$ cat config.mk
export PLATFORM = sky130hd
export DESIGN_NAME = three_way_bit_pair_tally
export DESIGN_NICKNAME = d
export VERILOG_FILES = /design/src/hw/rtl/tbpt_pkg.sv /design/src/hw/rtl/tbpt_lane.sv /design/src/hw/rtl/tbpt_merge.sv /design/src/hw/rtl/tbpt_accum.sv /design/src/hw/rtl/three_way_bit_pair_tally.sv
export SDC_FILE = /design/constraint.sdc
export NUM_CORES = 1
export LEC_CHECK = 0
export BUFFER_PORTS_ARGS = -buffer_cell sky130_fd_sc_hd__buf_2
export CORE_UTILIZATION = 60
export CTS_CLUSTER_DIAMETER = 50
export DETAILED_ROUTE_END_ITERATION = 8
export PLACE_DENSITY = 0.79
export SYNTH_ARGS = -nofsm -noshare
export SYNTH_HDL_FRONTEND = slang
export SYNTH_HIERARCHICAL = 1
export SYNTH_SLANG_ARGS = --single-unit
$ cat constraint.sdc
create_clock -name i_clk -period 31.7 [get_ports i_clk]
set_input_delay 4.755 -clock i_clk [delete_from_list [all_inputs] [get_ports i_clk]]
set_output_delay 4.755 -clock i_clk [all_outputs]
set_load 0.05 [all_outputs]
$ cat src/hw/rtl/tbpt_pkg.sv
// Shared types, constants and helpers for the three-way bit-pair tally.
package tbpt_pkg;

    localparam int LANES      = 8;
    localparam int PHYS_LANES = 8;
    localparam int MAX_FIELDS = 65536;
    localparam int LANE_LIM   = (LANES < PHYS_LANES) ? LANES : PHYS_LANES;

    localparam int NPAT       = 8;
    localparam int TALLY_W    = 20;
    localparam int LANE_CNT_W = 4;
    localparam int SUM_W      = $clog2(LANE_LIM * 8 + 1);

    localparam longint TALLY_MAX_L =
        (longint'(8) * longint'(MAX_FIELDS) > longint'((1 << TALLY_W) - 1))
            ? longint'((1 << TALLY_W) - 1)
            : longint'(8) * longint'(MAX_FIELDS);
    localparam logic [TALLY_W-1:0] TALLY_MAX = TALLY_W'(TALLY_MAX_L);

    typedef struct packed {
        logic [15:0] bits_i;
        logic [15:0] bits_j;
        logic [15:0] bits_k;
        logic [3:0]  lanes_used;
        logic        last_in;
    } t_in_item;

    typedef struct packed {
        logic [TALLY_W-1:0] count_000;
        logic [TALLY_W-1:0] count_001;
        logic [TALLY_W-1:0] count_010;
        logic [TALLY_W-1:0] count_011;
        logic [TALLY_W-1:0] count_100;
        logic [TALLY_W-1:0] count_101;
        logic [TALLY_W-1:0] count_110;
        logic [TALLY_W-1:0] count_111;
    } t_out_item;

    typedef logic [NPAT-1:0][LANE_CNT_W-1:0] t_lane_cnt;
    typedef logic [NPAT-1:0][SUM_W-1:0]      t_sum;

    typedef struct packed {
        logic valid;
        logic last;
    } t_ctl;

    // number of bits of v equal to b (0..2)
    function automatic logic [1:0] bits_eq(input logic [1:0] v, input logic b);
        logic [1:0] ones;
        ones = {1'b0, v[0]} + {1'b0, v[1]};
        return b ? ones : (2'd2 - ones);
    endfunction

endpackage

$ cat src/hw/rtl/tbpt_lane.sv
// One lane: the eight pattern counts of a single field.
module tbpt_lane
    import tbpt_pkg::*;
(
    input  logic [1:0] i_a,
    input  logic [1:0] i_b,
    input  logic [1:0] i_c,
    input  logic       i_en,
    output t_lane_cnt  o_cnt
);

    always_comb begin
        logic [2:0]            pv;
        logic [LANE_CNT_W-1:0] ea;
        logic [LANE_CNT_W-1:0] eb;
        logic [LANE_CNT_W-1:0] ec;
        for (int p = 0; p < NPAT; p++) begin
            pv = 3'(p);
            ea = LANE_CNT_W'(bits_eq(i_a, pv[2]));
            eb = LANE_CNT_W'(bits_eq(i_b, pv[1]));
            ec = LANE_CNT_W'(bits_eq(i_c, pv[0]));
            // max 2*2*2 = 8, fits 4 bits
            o_cnt[p] = i_en ? (ea * eb * ec) : '0;
        end
    end

endmodule

$ cat src/hw/rtl/tbpt_merge.sv
// Merge stage: sums the lane counts per pattern and registers them.
module tbpt_merge
    import tbpt_pkg::*;
(
    input  logic      i_clk,
    input  logic      i_rst_n,
    input  logic      i_adv,
    input  logic      i_valid,
    input  logic      i_last,
    input  t_lane_cnt i_cnt [LANE_LIM],
    output t_ctl      o_ctl,
    output t_sum      o_sum
);

    t_ctl r_ctl;
    t_sum r_sum;
    t_sum w_sum;

    always_comb begin
        logic [SUM_W-1:0] acc;
        for (int p = 0; p < NPAT; p++) begin
            acc = '0;
            for (int l = 0; l < LANE_LIM; l++) begin
                acc = acc + SUM_W'(i_cnt[l][p]);
            end
            w_sum[p] = acc;
        end
    end

    always_ff @(posedge i_clk) begin
        if (!i_rst_n) begin
            r_ctl <= '0;
        end else if (i_adv) begin
            r_ctl.valid <= i_valid;
            r_ctl.last  <= i_last;
        end
    end

    always_ff @(posedge i_clk) begin
        if (i_adv) begin
            r_sum <= w_sum;
        end
    end

    assign o_ctl = r_ctl;
    assign o_sum = r_sum;

endmodule

$ cat src/hw/rtl/tbpt_accum.sv
// Running tallies with saturation and the result register.
module tbpt_accum
    import tbpt_pkg::*;
(
    input  logic      i_clk,
    input  logic      i_rst_n,
    input  t_ctl      i_ctl,
    input  t_sum      i_sum,
    input  logic      i_out_stall,
    output logic      o_blocked,
    output logic      o_out_valid,
    output t_out_item o_out_item
);

    logic [NPAT-1:0][TALLY_W-1:0] r_tally;
    logic [NPAT-1:0][TALLY_W-1:0] w_sat;
    logic                         r_out_valid;
    t_out_item                    r_out;
    logic                         w_blocked;
    logic                         w_fire;

    // a last item waits only while the held result is not taken
    assign w_blocked = i_ctl.valid && i_ctl.last && r_out_valid && i_out_stall;
    assign w_fire    = i_ctl.valid && !w_blocked;

    always_comb begin
        logic [TALLY_W:0] s;
        for (int p = 0; p < NPAT; p++) begin
            s = {1'b0, r_tally[p]} + (TALLY_W + 1)'(i_sum[p]);
            w_sat[p] = (s > {1'b0, TALLY_MAX}) ? TALLY_MAX : s[TALLY_W-1:0];
        end
    end

    always_ff @(posedge i_clk) begin
        if (!i_rst_n) begin
            r_tally     <= '0;
            r_out_valid <= 1'b0;
        end else begin
            if (w_fire) begin
                r_tally <= i_ctl.last ? '0 : w_sat;
            end
            if (w_fire && i_ctl.last) begin
                r_out_valid <= 1'b1;
            end else if (!i_out_stall) begin
                r_out_valid <= 1'b0;
            end
        end
    end

    always_ff @(posedge i_clk) begin
        if (w_fire && i_ctl.last) begin
            r_out.count_000 <= w_sat[0];
            r_out.count_001 <= w_sat[1];
            r_out.count_010 <= w_sat[2];
            r_out.count_011 <= w_sat[3];
            r_out.count_100 <= w_sat[4];
            r_out.count_101 <= w_sat[5];
            r_out.count_110 <= w_sat[6];
            r_out.count_111 <= w_sat[7];
        end
    end

    assign o_blocked   = w_blocked;
    assign o_out_valid = r_out_valid;
    assign o_out_item  = r_out;

    a_last_gives_result: assert property (@(posedge i_clk) disable iff (!i_rst_n)
        w_fire && i_ctl.last |=> r_out_valid)
        else $error("last item did not produce a result");

    a_last_clears: assert property (@(posedge i_clk) disable iff (!i_rst_n)
        w_fire && i_ctl.last |=> r_tally == '0)
        else $error("tallies not cleared after last item");

    a_tally_holds: assert property (@(posedge i_clk) disable iff (!i_rst_n)
        !w_fire |=> r_tally == $past(r_tally))
        else $error("tallies changed without an item");

    a_block_needs_held: assert property (@(posedge i_clk) disable iff (!i_rst_n)
        w_blocked |=> r_out_valid)
        else $error("held result lost while a last item waited");

endmodule

$ cat src/hw/rtl/three_way_bit_pair_tally.sv
// Top level of the three-way bit-pair tally: lanes, merge and accumulator.
// Throughput: one item per cycle while the input is not stalled; all lanes of an item are counted in parallel.
// Path: an accepted item's lane counts and adder tree sum go into the merge
//   register; the tally add with saturation then puts a last item's result into
//   the result register at the output.
// Input stalls only while a last item meets a result still held at the output.
// Reset (i_rst_n low, synchronous): tallies cleared, pipeline and output empty.
module three_way_bit_pair_tally
    import tbpt_pkg::*;
(
    input  logic      i_clk,
    input  logic      i_rst_n,
    input  logic      i_in_valid,
    output logic      o_in_stall,
    input  t_in_item  i_in_item,
    output logic      o_out_valid,
    input  logic      i_out_stall,
    output t_out_item o_out_item
);

    t_lane_cnt w_cnt [LANE_LIM];
    t_ctl      w_ctl;
    t_sum      w_sum;
    logic      w_blocked;
    logic      w_take;

    // an item enters the merge stage whenever the input is not stalled
    assign w_take     = i_in_valid && !w_blocked;
    assign o_in_stall = w_blocked;

    // one lane per field; lanes at or above lanes_used contribute nothing,
    // which also clamps oversized lane counts to the lanes present
    for (genvar g = 0; g < LANE_LIM; g++) begin : g_lane
        logic w_en;
        assign w_en = 32'(i_in_item.lanes_used) > g;

        tbpt_lane u_lane (
            .i_a   (i_in_item.bits_i[2*g +: 2]),
            .i_b   (i_in_item.bits_j[2*g +: 2]),
            .i_c   (i_in_item.bits_k[2*g +: 2]),
            .i_en  (w_en),
            .o_cnt (w_cnt[g])
        );
    end

    // merge stage advances unless its last item is held by a full output
    tbpt_merge u_merge (
        .i_clk   (i_clk),
        .i_rst_n (i_rst_n),
        .i_adv   (!w_blocked),
        .i_valid (w_take),
        .i_last  (i_in_item.last_in),
        .i_cnt   (w_cnt),
        .o_ctl   (w_ctl),
        .o_sum   (w_sum)
    );

    tbpt_accum u_accum (
        .i_clk       (i_clk),
        .i_rst_n     (i_rst_n),
        .i_ctl       (w_ctl),
        .i_sum       (w_sum),
        .i_out_stall (i_out_stall),
        .o_blocked   (w_blocked),
        .o_out_valid (o_out_valid),
        .o_out_item  (o_out_item)
    );

endmodule
Word-level counts from Yosys, hierarchy flattened --
Cells that the tools add are included.
Cells by class: $add $sub $neg 112, $mul 96, order comparisons 16, equal/unequal tests 1, mux-type cells 75, reduce and logical (&&, ||, !) cells 7
Operators with widths (number):
- 7-bit by 4-bit adder with 7-bit output | 48
- 4-bit by 2-bit multiplier with 4-bit output | 64
- 4-bit two-way mux | 64
- 20-bit by 7-bit adder with 21-bit output | 8
- 21-bit by 20-bit greater-than comparator with 1-bit output, second input constant | 8
- 160-bit two-way mux | 1
- 20-bit two-way mux | 8
- 2-bit by 2-bit multiplier with 4-bit output | 32
- 1-bit by 1-bit adder with 2-bit output | 24
- 2-bit subtractor, first input constant | 24
- 4-bit by 4-bit adder with 5-bit output | 8
- 4-bit by 3-bit greater-than comparator with 1-bit output, second input constant | 4
- 4-bit by 1-bit greater-than comparator with 1-bit output, second input constant | 2
- 4-bit by 2-bit greater-than comparator with 1-bit output, second input constant | 2
- 1-bit logical AND | 6
- 1-bit two-way mux | 2
- 2-bit by 1-bit inequality test with 1-bit output, second input constant | 1
- 1-bit zero test | 1
Storage, ports and cells: bits in registers 379

Logic depth before layout (Yosys ltp) --
depth after elaboration 12, mapped depth 24

Hierarchy --
Netlist, hierarchy kept.
Modules (own cells, without submodules):
- tbpt_accum | instances 1, cells an instance 1900, area each 18112.4 um^2
- tbpt_merge | instances 1, cells an instance 741, area each 8027.7 um^2
- tbpt_lane at g_lane[0].u_lane ... | instances 5, cells an instance 143, area each 1088.5 um^2
- tbpt_lane at g_lane[2].u_lane | instances 1, cells an instance 143, area each 1107.3 um^2
- tbpt_lane at g_lane[3].u_lane | instances 1, cells an instance 145, area each 1101.1 um^2
- tbpt_lane at g_lane[1].u_lane | instances 1, cells an instance 140, area each 1068.5 um^2
- three_way_bit_pair_tally | instances 1, cells an instance 11, area each 72.6 um^2

Least setup slack after synthesis --
Ideal clock, no wire load.
kind input-to-reg, from in i_out_stall, to reg u_accum.r_out, in the netlist u_accum/o_out_item[0] (enable), arrival time 12.463 ns, path slack 18.503 ns, stages 1, cell sequence a21oi_1
Between the ends: longest elaborated chain between the ends 4
Ends and longest elaborated chain:
- start: declaration | line three_way_bit_pair_tally.sv:17 | input logic i_out_stall,
- 1-bit logical AND | line tbpt_accum.sv:23 | assign w_blocked = i_ctl.valid && i_ctl.last && r_out_valid && i_out_stall;
- 1-bit zero test | line tbpt_accum.sv:24 | assign w_fire = i_ctl.valid && !w_blocked;
- 1-bit logical AND | line tbpt_accum.sv:24
- 1-bit logical AND | line tbpt_accum.sv:51 | if (w_fire && i_ctl.last) begin
- end: declaration | line tbpt_accum.sv:18 | t_out_item r_out;
Every way passes these cells. A chain may end at the register's enable or synchronous reset.

==> out/qor.tcl <==
set qor(path_buf_inv) 6
set qor(synth_edf_count) 216
set qor(crit_fanout) 7
set qor(routed_wl_mm) 82.4
set qor(core-area_sq_um) 57600
set qor(grt_pass1_wl_mm) 131
set qor(placement_rows) 88
set qor(first_global_vias) 25000
set qor(holdPathStages) 2
set qor(startpoint_type) {input pin}
set qor(crit_path_cell_trace) {buf_2 -> inv_1 -> ha_1 -> and2_1 -> ha_1 -> and2_1 -> ha_1 -> inv_1 -> fa_1 -> xor2_1 -> mux2i_1 -> inv_1 -> fa_1 -> inv_1 -> ha_1 -> xnor2_1 -> fa_1 -> fa_1 -> fa_1 -> inv_1 -> fa_1 -> a21o_1 -> a21oi_1 -> xnor2_1}
set qor(io_pins) 219
set qor(drive_gt1_share_pct) 11.2
set qor(setup_total_negative_slack_ns) 0
set qor(synth.area.top_cells) {edfxtp_1 (19%), fa_1 (14%), ha_1 (10%), dfxtp_1 (9.3%), inv_1 (5.5%)}
set qor(fmaxAchievable_mhz) 96.3
set qor(final_critical_path_setup_slack_ns) 21.32
set qor(timing.clock.skew_ns) 0.0293
set qor(clk_pin_slew_worst_paths_ns) 0.06
set qor(route.antenna.remaining_nets) 0
set qor(path_class) {input pin to register}
set qor(cts_hold_buf) 0
set qor(clock_tree.htree_level_count) 2
set qor(required_time_at_the_endpoint_of_the_critical_path_ns) 31.99
set qor(crit_family) {adder cells}
set qor(synthArstFlopShare_pct) 0
set qor(timing_worst_slew_pin_value_ns) 1.05
set qor(cts.sinks) 379
set qor(synth_cell_type_count) 101
set qor(design.final.nets) 4444
set qor(pre_cts_ws_ns) 20.82
set qor(r2r_cells) 10
set qor(synthMostInstantiatedCell) {inv_1}
set qor(finalInstanceArea_sq_um) 37300
set qor(clk_path_buf_depth) 3
set qor(cts_tree) {yes}
set qor(timing_startpoint_of_the_critical_path) {i_in_item[21]}
set qor(clk_root_buffer_cell) {clkbuf_16}
set qor(cpMaxStageDelayCell) {fa_1}
set qor(netSwitchingPower_uw) 501
set qor(grt_max_degree) 82
set qor(crit_top_cell) {fa_1}
set qor(starting_density_of_the_core_pct) 60.7
set qor(power.density_cell_area_nw_per_um2) 41.9
set qor(post_dp_cell_area_sq_um) 35800
set qor(place_congestion) 1.00
set qor(p_leak_nw) 16.0
set qor(cts_resized) 0
set qor(run_status) {finished, final reports clean}
set qor(p_clk_share_pct) 33.3
set qor(cp_data_arrival_time_ns) 10.67
set qor(setup_viol) 0
set qor(grt_antenna_before_repair) 2
set qor(vdd.ir_drop.worst_uv) 36.3
set qor(io_buffer_count) 218
set qor(globalRoute.totalOverflow) 0
set qor(die_h_um) 243
set qor(library_cell_with_the_largest_summed_area_after_synthesis) {edfxtp_1}
set qor(holdCritStartpoint) {u_accum/r_tally[65]$_SDFFE_PN0P_}
set qor(critical_path.max_stage_delay_ns) 0.54
set qor(cap_viol_max_count) 0
set qor(drt_drc_violations_left) 0
set qor(worst_setup_path_end_kind) {register}
set qor(final_period_minus_worst_setup_slack_ns) 10.38
set qor(synth_commonest_cells) {inv_1 (509), nand2_1 (402), ha_1 (283), fa_1 (250), edfxtp_1 (216)}
set qor(synth_cells) 3795
set qor(detail_route.iter0.violations) 2083
set qor(fraction_of_the_core_area_covered_by_cells_at_the_end_of_the_flow_pct) 64.8
set qor(cts-buffers-inserted) 40
set qor(relSlewSlack_pct) 30.0
set qor(r2r_setup_slack_ns) 27.62
set qor(synthesis.yosys.warnings) 6
set qor(min_period_over_period_pct) 32.8
set qor(switching_share_pct) 32.1
set qor(synth_seq_area_share_pct) 27.9
set qor(grt_use_total_pct) 27.7
set qor(detail_route.first_pass.iterations) 7
set qor(hold_violations) 0
set qor(avgRoutedWirePerCell_um) 17.7
set qor(min_hold_slack_ns) 0.458
set qor(hp-class) {register to register}
set qor(r2r_end) {u_accum/o_out_item[103]$_DFFE_PP_}
set qor(postSynthAreaPerCell_sq_um) 9.20
set qor(synth_top_area_share_pct) 18.6
set qor(drv_slew) 0
set qor(hold_path_end) {u_accum/r_tally[65]$_SDFFE_PN0P_}
set qor(syn2layout_area_growth_pct) 6.77
set qor(most_used_flip_flop_cell_after_synthesis) {edfxtp_1}
set qor(rsz0062_at_grt) {no}
set qor(synth_seq_cells) 379
set qor(r2r_start) {u_merge/o_sum[14]$_DFFE_PP_}
set qor(post_cts_buffers) 0
set qor(route.detailed.vias_per_inst) 5.67
set qor(power_frac_comb_pct) 28.8
set qor(vias) 26400
set qor(place.detailed.hpwl_mm) 65.0
set qor(die_width_um) 243
set qor(p_int_mw) 1.06
set qor(synth_nets) 4385
set qor(pwr-share-seq_pct) 37.9
set qor(clk_latency_ns) 0.56
set qor(netlist_area_sq_um) 34900
set qor(die_area_sq_um) 59200
flip-flops by register name, indices dropped and copies added (netlist names):
signal / cells
u_accum/r_tally: 160
u_merge/o_ctl: 2
u_accum/o_out_item: 160
u_accum/o_out_valid: 1
u_merge/o_sum: 56
cell usage in the layout (no fill, tap or decap), types with 17 or more instances in the layout:
cell         n
xnor2_1     91
o31ai_1     19
dfxtp_1    163
fa_1       250
clkbuf_16   42
o21ai_0    120
o211ai_1    22
ha_1       283
mux2i_1     73
nand2_1    401
and4_1      17
inv_1      508
nor2_1     184
o21a_1      28
a21boi_0    26
xor2_1     123
and2_1     175
nor4_1      20
nor2b_1    126
nor3_1      46
nand3_1     93
a21oi_1     94
edfxtp_1   216
a22o_1      27
nand2b_1    29
a211oi_1    21
and3_2      27
nand4_1     29
and3_1      39
a21o_1      54
buf_2      218
tightest hold or removal path: stages, from the launching register on:
cell and delay [ns]:
dfxtp_1 0.33, nand2_1 0.05, o31ai_1 0.05
metrics by stage:
step / total power [mW] / cells
floorplan: 0.929 / 3795
global placement: 1.04 / 4577
detailed placement: 1.05 / 4577
CTS: 1.57 / 4651
global route: 1.65 / 4653
finish: 1.56 / 4653
cells by family (layout without fill, tap and decap cells):
| kind of cell | Yosys count | count (layout) | synth area share (%) |
|---|---|---|---|
| simple gates | 1298 | 1298 | 19.3 |
| buf+inv | 722 | 813 | 9.14 |
| compound gates | 566 | 566 | 11.4 |
| fa+ha+maj | 533 | 533 | 24.5 |
| flops | 379 | 379 | 27.9 |
| xor+xnor | 217 | 217 | 5.51 |
| mux | 80 | 80 | 2.32 |
| other cells | 0 | 2 | 0 |
power groups by stage:
stage | Combinational, mW | Sequential (mW) | Clock, mW
2_1_floorplan | 0.313 | 0.616 | 0
3_3_place_gp | 0.435 | 0.603 | 0
3_5_place_dp | 0.445 | 0.603 | 0
4_1_cts | 0.450 | 0.593 | 0.529
5_1_grt | 0.507 | 0.596 | 0.547
6_report | 0.451 | 0.592 | 0.521
final cells by class:
| class | count | area, sq um |
|---|---|---|
| multi-input cells | 2694 | 22000 |
| clock buffers | 47 | 1070 |
| fillers | 4696 | 20300 |
| flip-flops and latches | 379 | 9750 |
| diodes | 2 | 5.00 |
| well taps | 765 | 957 |
| inverters | 509 | 1910 |
| repair buffers | 230 | 1180 |
| clock inverters | 27 | 410 |
worst max path at each step:
stage / endpoint / slack (ns) / cells past startpoint
after global placement: u_merge/o_sum[48]$_DFFE_PP_ / 20.95 / 23
after detailed placement: u_merge/o_sum[48]$_DFFE_PP_ / 20.82 / 24
after CTS: u_merge/o_sum[48]$_DFFE_PP_ / 21.37 / 23
after global routing: u_merge/o_sum[48]$_DFFE_PP_ / 21.09 / 23
after floorplan: u_accum/o_out_item[0]$_DFFE_PP_ / 18.50 / 1
final: u_merge/o_sum[48]$_DFFE_PP_ / 21.32 / 24
metal layers:
layer  vias to the layer above  routed length, um  GRT usage, %
li1                      12800                  -             -
met5                         -                  0             0
met4                         0               3080          10.5
met1                     12600              36700          38.5
met2                       878              37500          44.5
met3                       145               5150          3.16
No activity file was read; power rests on OpenSTA's default activity.
